[config.mk]
export PLATFORM = sky130hd
export DESIGN_NAME = sprite_font_definition_parser
export DESIGN_NICKNAME = d
export VERILOG_FILES = /design/src/rtl/sfdp_pkg.sv /design/src/rtl/sprite_font_definition_parser.sv /design/src/rtl/sfdp_token.sv /design/src/rtl/sfdp_line.sv
export SDC_FILE = /design/constraint.sdc
export NUM_CORES = 1
export LEC_CHECK = 0
export ABC_CLOCK_PERIOD_IN_PS = 5500
export BUFFER_PORTS_ARGS = -buffer_cell sky130_fd_sc_hd__buf_2
export CORE_MARGIN = 5
export CORE_UTILIZATION = 50
export DETAILED_ROUTE_END_ITERATION = 16
export PLACE_DENSITY_LB_ADDON = 0.12
export REMOVE_ABC_BUFFERS = 1
export SYNTH_ARGS = -nofsm -noshare
export SYNTH_HDL_FRONTEND = slang
export SYNTH_SLANG_ARGS = --single-unit
[constraint.sdc]
create_clock -name clk_i -period 5.5 [get_ports clk_i]
set_input_delay 1.1 -clock clk_i [delete_from_list [all_inputs] [get_ports clk_i]]
set_output_delay 1.1 -clock clk_i [all_outputs]
set_load 0.05 [all_outputs]
[src/rtl/sfdp_pkg.sv]
// ----------------------------------------------------------------------------
// sfdp_pkg
// shared types, constants and helpers of the font definition parser
// ----------------------------------------------------------------------------
package sfdp_pkg;

  localparam int unsigned MaxValues   = 6;
  localparam int unsigned NumberWidth = 16;
  localparam int unsigned FieldWidth  = 16;
  localparam int unsigned CountWidth  = $clog2(MaxValues + 1);
  localparam int unsigned IndexWidth  = $clog2(MaxValues);

  localparam logic [7:0] CharColon   = 8'h3a;
  localparam logic [7:0] CharComma   = 8'h2c;
  localparam logic [7:0] CharNewline = 8'h0a;
  localparam logic [7:0] CharZero    = 8'h30;
  localparam logic [7:0] CharNine    = 8'h39;
  localparam logic [7:0] CharUpperA  = 8'h41;
  localparam logic [7:0] CharUpperZ  = 8'h5a;
  localparam logic [7:0] CaseOffset  = 8'h20;

  typedef logic [NumberWidth-1:0] number_t;
  typedef logic [FieldWidth-1:0]  field_t;
  typedef logic [CountWidth-1:0]  count_t;

  typedef enum logic [1:0] {
    KIND_NONE    = 2'd0,
    KIND_SIZE    = 2'd1,
    KIND_TEXTURE = 2'd2,
    KIND_GLYPH   = 2'd3
  } line_kind_e;

  typedef struct packed {
    logic [7:0] text_byte;
    logic       final_byte;
  } in_item_t;

  typedef struct packed {
    logic [1:0] line_kind;
    logic       record_valid;
    field_t     glyph_code;
    field_t     first_value;
    field_t     second_value;
    field_t     third_value;
    field_t     fourth_value;
  } out_item_t;

  typedef struct packed {
    logic [2:0] len;
    logic       starts_digit;
    logic       digits_running;
    logic       size_match;
    logic       tex_match;
    number_t    acc;
  } token_t;

  localparam token_t TokenClear = '{
    len:            3'd0,
    starts_digit:   1'b0,
    digits_running: 1'b0,
    size_match:     1'b1,
    tex_match:      1'b1,
    acc:            '0
  };

  // lower-case keyword letters by position
  function automatic logic [7:0] size_char(logic [2:0] pos);
    logic [7:0] ch;
    unique case (pos)
      3'd0:    ch = 8'h73; // s
      3'd1:    ch = 8'h69; // i
      3'd2:    ch = 8'h7a; // z
      3'd3:    ch = 8'h65; // e
      default: ch = 8'h00;
    endcase
    return ch;
  endfunction

  function automatic logic [7:0] texture_char(logic [2:0] pos);
    logic [7:0] ch;
    unique case (pos)
      3'd0:    ch = 8'h74; // t
      3'd1:    ch = 8'h65; // e
      3'd2:    ch = 8'h78; // x
      3'd3:    ch = 8'h74; // t
      3'd4:    ch = 8'h75; // u
      3'd5:    ch = 8'h72; // r
      3'd6:    ch = 8'h65; // e
      default: ch = 8'h00;
    endcase
    return ch;
  endfunction

  // low bits of a number, zero extended when the number is narrower
  function automatic field_t to_field(number_t n);
    logic [NumberWidth+FieldWidth-1:0] w;
    w = {{FieldWidth{1'b0}}, n};
    return w[FieldWidth-1:0];
  endfunction

endpackage

[src/rtl/sprite_font_definition_parser.sv]
// ----------------------------------------------------------------------------
// sprite_font_definition_parser
// byte stream parser for sprite font definition text, one record per line
// ----------------------------------------------------------------------------
// Takes one text byte per transfer and gives one record per text line (at a
// newline, or at the flagged last byte unless that byte is ':' or ','). A
// byte is taken every cycle unless the input register is stalled: each byte
// sits in the input register, is parsed in one pass of short logic and, if
// it closes a line, its record is loaded into the output register at the
// next edge, from where it is offered until taken. Bytes that close no line
// never wait on the output side; a byte that closes a line waits only while
// an earlier record is still held and not taken. Numbers saturate at all
// ones; up to six values are kept per line and at most the first four are
// reported. After the last byte all parser state returns to its reset value.
// ----------------------------------------------------------------------------
module sprite_font_definition_parser (
  input  logic                clk_i,
  input  logic                rst_ni,
  input  logic                in_valid_i,
  output logic                in_ready_o,
  input  sfdp_pkg::in_item_t  in_data_i,
  output logic                out_valid_o,
  input  logic                out_ready_i,
  output sfdp_pkg::out_item_t out_data_o
);

  // input register
  logic                in_valid_q;
  sfdp_pkg::in_item_t  in_data_q;
  // output register
  logic                out_valid_q;
  sfdp_pkg::out_item_t out_data_q;

  logic                in_xfer, out_free, proc_go, rec_hit;
  sfdp_pkg::out_item_t rec;

  assign in_xfer    = in_valid_i && in_ready_o;
  assign out_free   = !out_valid_q || out_ready_i;
  // a held byte moves on unless its record would overwrite a pending one
  assign proc_go    = in_valid_q && (!rec_hit || out_free);
  assign in_ready_o = !in_valid_q || proc_go;

  sfdp_line u_line (
    .clk_i     (clk_i),
    .rst_ni    (rst_ni),
    .step_i    (proc_go),
    .item_i    (in_data_q),
    .rec_hit_o (rec_hit),
    .rec_o     (rec)
  );

  always_ff @(posedge clk_i or negedge rst_ni) begin
    if (!rst_ni) begin
      in_valid_q <= 1'b0;
    end else if (in_xfer) begin
      in_valid_q <= 1'b1;
    end else if (proc_go) begin
      in_valid_q <= 1'b0;
    end
  end

  always_ff @(posedge clk_i) begin
    if (in_xfer) begin
      in_data_q <= in_data_i;
    end
  end

  always_ff @(posedge clk_i or negedge rst_ni) begin
    if (!rst_ni) begin
      out_valid_q <= 1'b0;
    end else if (proc_go && rec_hit) begin
      out_valid_q <= 1'b1;
    end else if (out_ready_i) begin
      out_valid_q <= 1'b0;
    end
  end

  always_ff @(posedge clk_i) begin
    if (proc_go && rec_hit) begin
      out_data_q <= rec;
    end
  end

  assign out_valid_o = out_valid_q;
  assign out_data_o  = out_data_q;

endmodule

[src/rtl/sfdp_token.sv]
// ----------------------------------------------------------------------------
// sfdp_token
// appends one byte to the current token: digit run, value, keyword prefixes
// ----------------------------------------------------------------------------
module sfdp_token (
  input  sfdp_pkg::token_t tok_i,
  input  logic [7:0]       byte_i,
  output sfdp_pkg::token_t tok_o
);

  localparam int unsigned AccWidth = sfdp_pkg::NumberWidth + 4;

  logic                             is_digit;
  logic [7:0]                       lower;
  logic [AccWidth-1:0]              acc_next;
  logic [7:0]                       digit_val;

  assign is_digit  = (byte_i >= sfdp_pkg::CharZero) && (byte_i <= sfdp_pkg::CharNine);
  assign lower     = ((byte_i >= sfdp_pkg::CharUpperA) && (byte_i <= sfdp_pkg::CharUpperZ)) ?
                     byte_i + sfdp_pkg::CaseOffset : byte_i;
  assign digit_val = byte_i - sfdp_pkg::CharZero;
  assign acc_next  = {4'b0, tok_i.acc} * AccWidth'(10) + AccWidth'(digit_val[3:0]);

  always_comb begin
    tok_o = tok_i;
    if (tok_i.len == 3'd0) begin
      tok_o.starts_digit   = is_digit;
      tok_o.digits_running = is_digit;
    end else if (!is_digit) begin
      tok_o.digits_running = 1'b0;
    end
    // saturate at all ones
    if (tok_o.digits_running) begin
      if (acc_next[AccWidth-1:sfdp_pkg::NumberWidth] != '0) begin
        tok_o.acc = '1;
      end else begin
        tok_o.acc = acc_next[sfdp_pkg::NumberWidth-1:0];
      end
    end
    if ((tok_i.len < 3'd4) && (lower != sfdp_pkg::size_char(tok_i.len))) begin
      tok_o.size_match = 1'b0;
    end
    if ((tok_i.len < 3'd7) && (lower != sfdp_pkg::texture_char(tok_i.len))) begin
      tok_o.tex_match = 1'b0;
    end
    if (tok_i.len < 3'd7) begin
      tok_o.len = tok_i.len + 3'd1;
    end
  end

endmodule

[src/rtl/sfdp_line.sv]
// ----------------------------------------------------------------------------
// sfdp_line
// line state, value store and record assembly for one byte per cycle when stepped
// ----------------------------------------------------------------------------
module sfdp_line (
  input  logic                 clk_i,
  input  logic                 rst_ni,
  input  logic                 step_i,
  input  sfdp_pkg::in_item_t   item_i,
  output logic                 rec_hit_o,
  output sfdp_pkg::out_item_t  rec_o
);

  sfdp_pkg::line_kind_e mode_q, mode_d;
  sfdp_pkg::token_t     tok_q, tok_d, tok_push, tok_end, tok_st;
  sfdp_pkg::number_t    held_q, held_d;
  sfdp_pkg::count_t     vc_q, vc_d, vc_after;
  sfdp_pkg::number_t    store_q [sfdp_pkg::MaxValues];
  sfdp_pkg::field_t     vals [4];

  logic [7:0] c;
  logic       fin, is_colon, is_comma, is_nl, wr_en, st_we;

  assign c        = item_i.text_byte;
  assign fin      = item_i.final_byte;
  assign is_colon = (c == sfdp_pkg::CharColon);
  assign is_comma = (c == sfdp_pkg::CharComma);
  assign is_nl    = (c == sfdp_pkg::CharNewline);

  sfdp_token u_token (
    .tok_i  (tok_q),
    .byte_i (c),
    .tok_o  (tok_push)
  );

  // a byte other than newline or comma joins the token before the store
  assign tok_end   = is_nl ? tok_q : tok_push;
  assign tok_st    = is_comma ? tok_q : tok_end;
  assign wr_en     = tok_st.starts_digit && (vc_q < sfdp_pkg::CountWidth'(sfdp_pkg::MaxValues));
  assign vc_after  = vc_q + sfdp_pkg::CountWidth'(wr_en);
  assign rec_hit_o = !is_colon && !is_comma && (is_nl || fin);

  // value read with bypass of the entry written by this byte
  always_comb begin
    for (int k = 0; k < 4; k++) begin
      if (sfdp_pkg::CountWidth'(k) < vc_after) begin
        if (wr_en && (vc_q == sfdp_pkg::CountWidth'(k))) begin
          vals[k] = sfdp_pkg::to_field(tok_st.acc);
        end else begin
          vals[k] = sfdp_pkg::to_field(store_q[k]);
        end
      end else begin
        vals[k] = '0;
      end
    end
  end

  always_comb begin
    rec_o = '0;
    rec_o.line_kind = mode_q;
    unique case (mode_q)
      sfdp_pkg::KIND_SIZE: begin
        rec_o.record_valid = (vc_after >= sfdp_pkg::CountWidth'(2));
        rec_o.first_value  = vals[0];
        rec_o.second_value = vals[1];
      end
      sfdp_pkg::KIND_TEXTURE: begin
        rec_o.record_valid = 1'b1;
      end
      sfdp_pkg::KIND_GLYPH: begin
        rec_o.record_valid = (vc_after >= sfdp_pkg::CountWidth'(4));
        rec_o.glyph_code   = sfdp_pkg::to_field(held_q);
        rec_o.first_value  = vals[0];
        rec_o.second_value = vals[1];
        rec_o.third_value  = vals[2];
        rec_o.fourth_value = vals[3];
      end
      default: begin
        rec_o.record_valid = 1'b0;
      end
    endcase
  end

  always_comb begin
    mode_d = mode_q;
    tok_d  = tok_q;
    held_d = held_q;
    vc_d   = vc_q;
    st_we  = 1'b0;
    priority if (is_colon) begin
      priority if (tok_q.starts_digit) begin
        held_d = tok_q.acc;
        mode_d = sfdp_pkg::KIND_GLYPH;
        vc_d   = '0;
        tok_d  = sfdp_pkg::TokenClear;
      end else if ((tok_q.len >= 3'd4) && tok_q.size_match) begin
        mode_d = sfdp_pkg::KIND_SIZE;
        vc_d   = '0;
        tok_d  = sfdp_pkg::TokenClear;
      end else if ((tok_q.len == 3'd7) && tok_q.tex_match) begin
        mode_d = sfdp_pkg::KIND_TEXTURE;
        tok_d  = sfdp_pkg::TokenClear;
      end else begin
        tok_d = tok_push;
      end
    end else if (is_comma) begin
      st_we = wr_en;
      vc_d  = vc_after;
      tok_d = sfdp_pkg::TokenClear;
    end else if (rec_hit_o) begin
      st_we  = wr_en;
      vc_d   = vc_after;
      mode_d = sfdp_pkg::KIND_NONE;
      tok_d  = sfdp_pkg::TokenClear;
    end else begin
      tok_d = tok_push;
    end
    // end of text: back to the reset state
    if (fin) begin
      mode_d = sfdp_pkg::KIND_NONE;
      tok_d  = sfdp_pkg::TokenClear;
      held_d = '0;
      vc_d   = '0;
    end
  end

  always_ff @(posedge clk_i or negedge rst_ni) begin
    if (!rst_ni) begin
      mode_q <= sfdp_pkg::KIND_NONE;
      tok_q  <= sfdp_pkg::TokenClear;
      held_q <= '0;
      vc_q   <= '0;
    end else if (step_i) begin
      mode_q <= mode_d;
      tok_q  <= tok_d;
      held_q <= held_d;
      vc_q   <= vc_d;
    end
  end

  always_ff @(posedge clk_i) begin
    if (step_i && st_we) begin
      store_q[vc_q[sfdp_pkg::IndexWidth-1:0]] <= tok_st.acc;
    end
  end

endmodule
* Word level (Yosys, flattened, before mapping)
Memory sizes are Yosys's and may differ from the RTL's. A register that Yosys moved wholly into a read port is not among the register bits. Index checks and enable logic that the tools add are counted.
Cells by class: $add $sub $neg 5, $mul 1, magnitude comparators 14, equality and inequality tests 18, mux-type cells 46, reductions and logical operators 44
Operators with widths (number):
- 23-bit two-way mux | 7
- 16-bit two-way mux | 5
- 20-bit two-way mux | 2
- 7-bit case mux with 5 select lines | 1
- 7-bit case mux with 4 select lines | 1
- 3-bit two-way mux | 7
- 20-bit by 4-bit adder with 20-bit output | 1
- 16-bit by 3-bit multiplier with 19-bit output, second input constant | 1
- 8-bit by 6-bit == test with 1-bit output, second input constant | 2
- 8-bit inequality test | 2
- 1-bit two-way mux | 14
- 2-bit two-way mux | 7
- 1-bit logical AND | 13
- 3-bit == test, second input constant | 4
- 1-bit logical NOT | 9
- 3-bit < comparator, second input constant | 3
- 8-bit by 6-bit adder with 8-bit output, second input constant | 1
- 8-bit by 4-bit == test with 1-bit output, second input constant | 1
- 8-bit by 6-bit >= comparator with 1-bit output, second input constant | 1
- 8-bit by 7-bit >= comparator with 1-bit output, second input constant | 1
- 8-bit by 6-bit <= comparator with 1-bit output, second input constant | 1
- 8-bit by 7-bit <= comparator with 1-bit output, second input constant | 1
- 8-bit two-way mux | 1
- 2-bit AND reduction | 4
- other kinds (23) | 38
Word-level totals: flip-flop bits (word level) 74, RAM bits 96, input port bits 13, output and inout bits 85, word-level logic and storage cells 145, memories kept 1
Memories:
- u_line.store_q | words 6, width 16, rd ports 4, clocked after Yosys merged registers in 4, wr ports 1, line sfdp_line.sv:18 | sfdp_pkg::number_t store_q [sfdp_pkg::MaxValues];

* Depth between registers and ports, before layout
depth in word-level cells 15, gate-level depth with buffers 20, gate-level depth less buffers 17

* Hierarchy
Synthesis repeated with hierarchy kept, for this count alone.
Unflattened totals: cell total of the unflattened synthesis 810, area, all modules 10442.5 um2
Modules (own cells, without submodules):
- sfdp_line | times used 1, cells each 414, area each 5431.5 um2, seq. area each 3025.4 um2
- sprite_font_definition_parser | times used 1, cells each 102, area each 2880.3 um2, seq. area each 2812.7 um2
- sfdp_token | times used 1, cells each 294, area each 2130.8 um2, seq. area each 0.0 um2

* Worst setup path after synthesis
No wires, ideal clock.
path type register to register, start point register in_data_q[1] (netlist bit), end point register out_data_o[0] (netlist name), setup time 0.525 ns, arrival time 5.376 ns, data required time 4.975 ns, slack -0.401 ns, stages on the path, launching flop included 9, buffers on the path 2, period minus slack after synthesis 5.901 ns, cells stage by stage edfxtp_1 -> clkbuf_1 -> nor4bb_1 -> o21ba_2 -> o21a_1 -> o21bai_1 -> nand2_1 -> clkbuf_1 -> nor2_1
Between the ends: word-level cells in the longest chain between the ends 10, elaborated cells on any way between the ends 23, those cells by class add/sub: 1; order compare: 3; eq/ne: 3; mux: 3; reduce/logical: 13
Ends and longest elaborated chain:
- start, declared | line sprite_font_definition_parser.sv:29 | sfdp_pkg::in_item_t in_data_q;
- start signal, assigned | line sprite_font_definition_parser.sv:64 | in_data_q <= in_data_i;
- 8-bit by 6-bit >= comparator with 1-bit output / 8-bit by 6-bit <= comparator with 1-bit output (equally long branches) | line sfdp_token.sv:18 | assign is_digit = (byte_i >= sfdp_pkg::CharZero) && (byte_i <= sfdp_pkg::CharNine);
- 1-bit logical AND | line sfdp_token.sv:18
- 1-bit two-way mux | line sfdp_token.sv:26 | if (tok_i.len == 3'd0) begin
- 20-bit two-way mux | line sfdp_line.sv:37 | assign tok_end = is_nl ? tok_q : tok_push;
- 20-bit two-way mux | line sfdp_line.sv:38 | assign tok_st = is_comma ? tok_q : tok_end;
- 1-bit logical AND | line sfdp_line.sv:39 | assign wr_en = tok_st.starts_digit && (vc_q < sfdp_pkg::CountWidth'(sfdp_pkg::MaxValues));
- 3-bit by 1-bit adder with 3-bit output | line sfdp_line.sv:40 | assign vc_after = vc_q + sfdp_pkg::CountWidth'(wr_en);
- 2-bit by 3-bit < comparator with 1-bit output | line sfdp_line.sv:46 | if (sfdp_pkg::CountWidth'(k) < vc_after) begin
- 2-bit AND reduction (no source line)
- 1-bit logical NOT (no source line)
Several ways; a longest one is shown, not always the timed one. A chain may end at the register's enable or synchronous reset.

==> impl_metrics.ini <==
[route]
first_iter_violations = 496
via_per_inst = 5.77
wirelength_um = 25300
detail-route-antenna-nets = 0
drt-pass1-iter-count = 8
post-route-drc-count = 0
num_vias = 7241
wl_per_cell_um = 20.2

[grt]
grt.busiest_layer = met2
grt_pass1_wl_um = 40100
grtUsageMet2 = 0.343
track_usage = 0.215
grt_pass1_vias = 7015
use_met1 = 0.311
grt_max_degree = 84
grtUsageMet3 = 0.0341
antenna_found_initial = 0
overflow = 0

[clock_tree]
clk_latency_ps = 500
clockRootBuffer = clkbuf_16
cts_tree = yes
htreeDepth = 1
clock_sinks = 202
cts.path.max_buffers = 3
cts_hold_buf = 0
post_cts_buffers = 0
clkTransAtPathRegs_ps = 60
cts_resized = 0
cts_buffers = 22

[yosys]
yosysWarnings = 0
synth_area_leader_cell = edfxtp_1
synth.area.top_cells = edfxtp_1 (46%), dfrtp_1 (11%), nand2_1 (5.1%)
ys_ff_latch = 202
avgSynthCellArea_um2 = 11.6
synthArstFlopShare = 0.228
syn_area_mm2 = 0.0101
synth_ff_type = edfxtp_1
synth-edff-count = 156
synth-seq-area-share = 0.579
netlist.area_leader.share = 0.464
synth_cell_types = 70
synthCells = 871

[setup_path]
critPathKind = reg -> reg
crit_family = simple AND/OR/NAND/NOR gates
max_stage_delay_ps = 820
cp_num_buf_inv = 1
arrival_ps = 4960
crit_slowest_cell = or4_1
worstPathCellList = ha_1 > ha_1 > inv_1 > fa_1 > xnor2_1 > and3b_1 > nor4b_1 > and2_1 > nand2_1 > or4_1 > a2111oi_4 > nor2_1
critPathMaxFanout = 12
cpMostUsedCell = ha_1
worstSetupStartpointType = register
setup.reg_to_reg.worst_slack_ps = 740
cp.required_ps = 5700
end_kind = register

[floorplanning]
die_h_um = 152
dieArea_mm2 = 0.0231
rows = 52
io_pins = 98
initial_core_util = 0.503
fp.dieW_um = 152
core_mm2 = 0.0200

[finish]
fill_cells = 1720
drive_above_1_share = 0.185
antenna_cells = 0
area_growth_pct = 15.1
mostFrequentLayoutCells = edfxtp_1 (156), nand2_1 (138), buf_2 (97)
layout_commonest_cell = edfxtp_1
layout.nets = 1024

[timing]
finalSetupViolations = 0
rsz0062_at_grt = false
worstMarginPinSlew_ps = 1090
setup-tns-final_ps = 0
fin_crit_sh = 0.866
finClkSkew_ps = 20.2
hold_violations = 0
setup_slack_ps = 736
maxSlewHeadroom = 0.273
finalCriticalPeriod_ps = 4760
max_freq_mhz = 210
slew_viol_final = 0

[pwr]
vdd_ir_drop_max_v = 0.000169
fin_total_pwr_mw = 3.89
leakage_nw = 4.64
powerDensity_mw_per_mm2 = 335

[placed_design]
dp_hpwl_um = 17200
dp_slack_ps = 792
portBuffers = 97
place_congestion = 0.830

[hold_path]
hold_class = reg -> reg

[outcome]
outcome = finished, final reports clean

[job]
cap_viol_max_count = 0
[path summary, 6_finish.rpt]
path / to / start / cells after the start
max: u_line.store_q[1][15] / u_line.tok_q[3] / 12
min: u_line.held_q[2] / u_line.held_q[2] / 2
max reg2reg: u_line.store_q[1][15] / u_line.tok_q[3] / 12
min reg2reg: u_line.held_q[2] / u_line.held_q[2] / 2
max in group asynchronous: u_line.tok_q[6] / rst_ni / 2
min in group asynchronous: u_line.held_q[2] / rst_ni / 2
[flip-flops by register name, indices dropped and copies added, names as in the netlist]
register and count:
u_line.held_q 16, u_line.tok_q 23, in_data_q 9, out_valid_o 1, u_line.store_q 64, u_line.vc_q 3
out_data_o 83, in_valid_q 1, u_line.mode_q 2
[worst register-to-register path, stage by stage (launching register included)]
cell and delay, ps:
dfrtp_1 440, ha_1 300, ha_1 220, inv_1 70
fa_1 390, xnor2_1 250, and3b_1 250, nor4b_1 520
and2_1 250, nand2_1 60, or4_1 820, a2111oi_4 720
nor2_1 180
[per-stage QoR]
| stage | std cells | utilization | hold slack, ps | area (µm²) |
|---|---|---|---|---|
| 2_1_floorplan | 833 | - | 432 | 9910 |
| 3_3_place_gp | 1214 | 0.543 | 449 | 10900 |
| 3_5_place_dp | 1214 | 0.543 | 451 | 10900 |
| 4_1_cts | 1254 | 0.579 | 465 | 11600 |
| 5_1_grt | 1254 | 0.579 | 475 | 11600 |
| 6_report | 1254 | 0.579 | 461 | 11600 |
[synthesized netlist by cell type, drive strengths merged (5+ instances only)]
| library cell | n |
|---|---|
| buf | 8 |
| o21ai | 35 |
| a31oi | 5 |
| and3 | 23 |
| dfrtp | 44 |
| nand3 | 24 |
| clkbuf | 30 |
| xor2 | 11 |
| nand2b | 9 |
| edfxtp | 156 |
| nor2 | 84 |
| a21oi | 33 |
| nor3 | 10 |
| a211oi | 25 |
| inv | 26 |
| o21a | 5 |
| xnor2 | 9 |
| ha | 41 |
| nand2 | 138 |
| a21o | 6 |
| o31ai | 69 |
[metal layers]
layer,up-vias,routed length [µm]
met4,0,520
met1,3505,11200
li1,3436,-
met3,30,1700
met5,-,0
met2,270,11900
[logic make-up after synthesis]
group / synth area share
AOI/OAI and AO/OA: 0.166
xor gates and xnor gates: 0.0196
adders and majority gates: 0.0548
buffers and inverters: 0.0274
DFF: 0.579
muxes: 0.00223
and+or+nand+nor: 0.151
[final cells by class]
cell class                 count  area (µm²)  area share
multi-input combinational    605        4010       0.345
inverter                      26        97.6     0.00840
tap                          270         338      0.0291
timing repair buffer         111         603      0.0519
clock buffer                  31         616      0.0530
clock inverter                 9         110     0.00948
sequential                   202        5840       0.503
[report_power, final]
group	internal [mW]	switching, mW	total [mW]
Clock	0.880	0.590	1.47
Sequential	1.74	0.0744	1.81
Combinational	0.168	0.443	0.611
Total	2.79	1.11	3.89
Note: power is estimated with default switching activity, not from simulation.
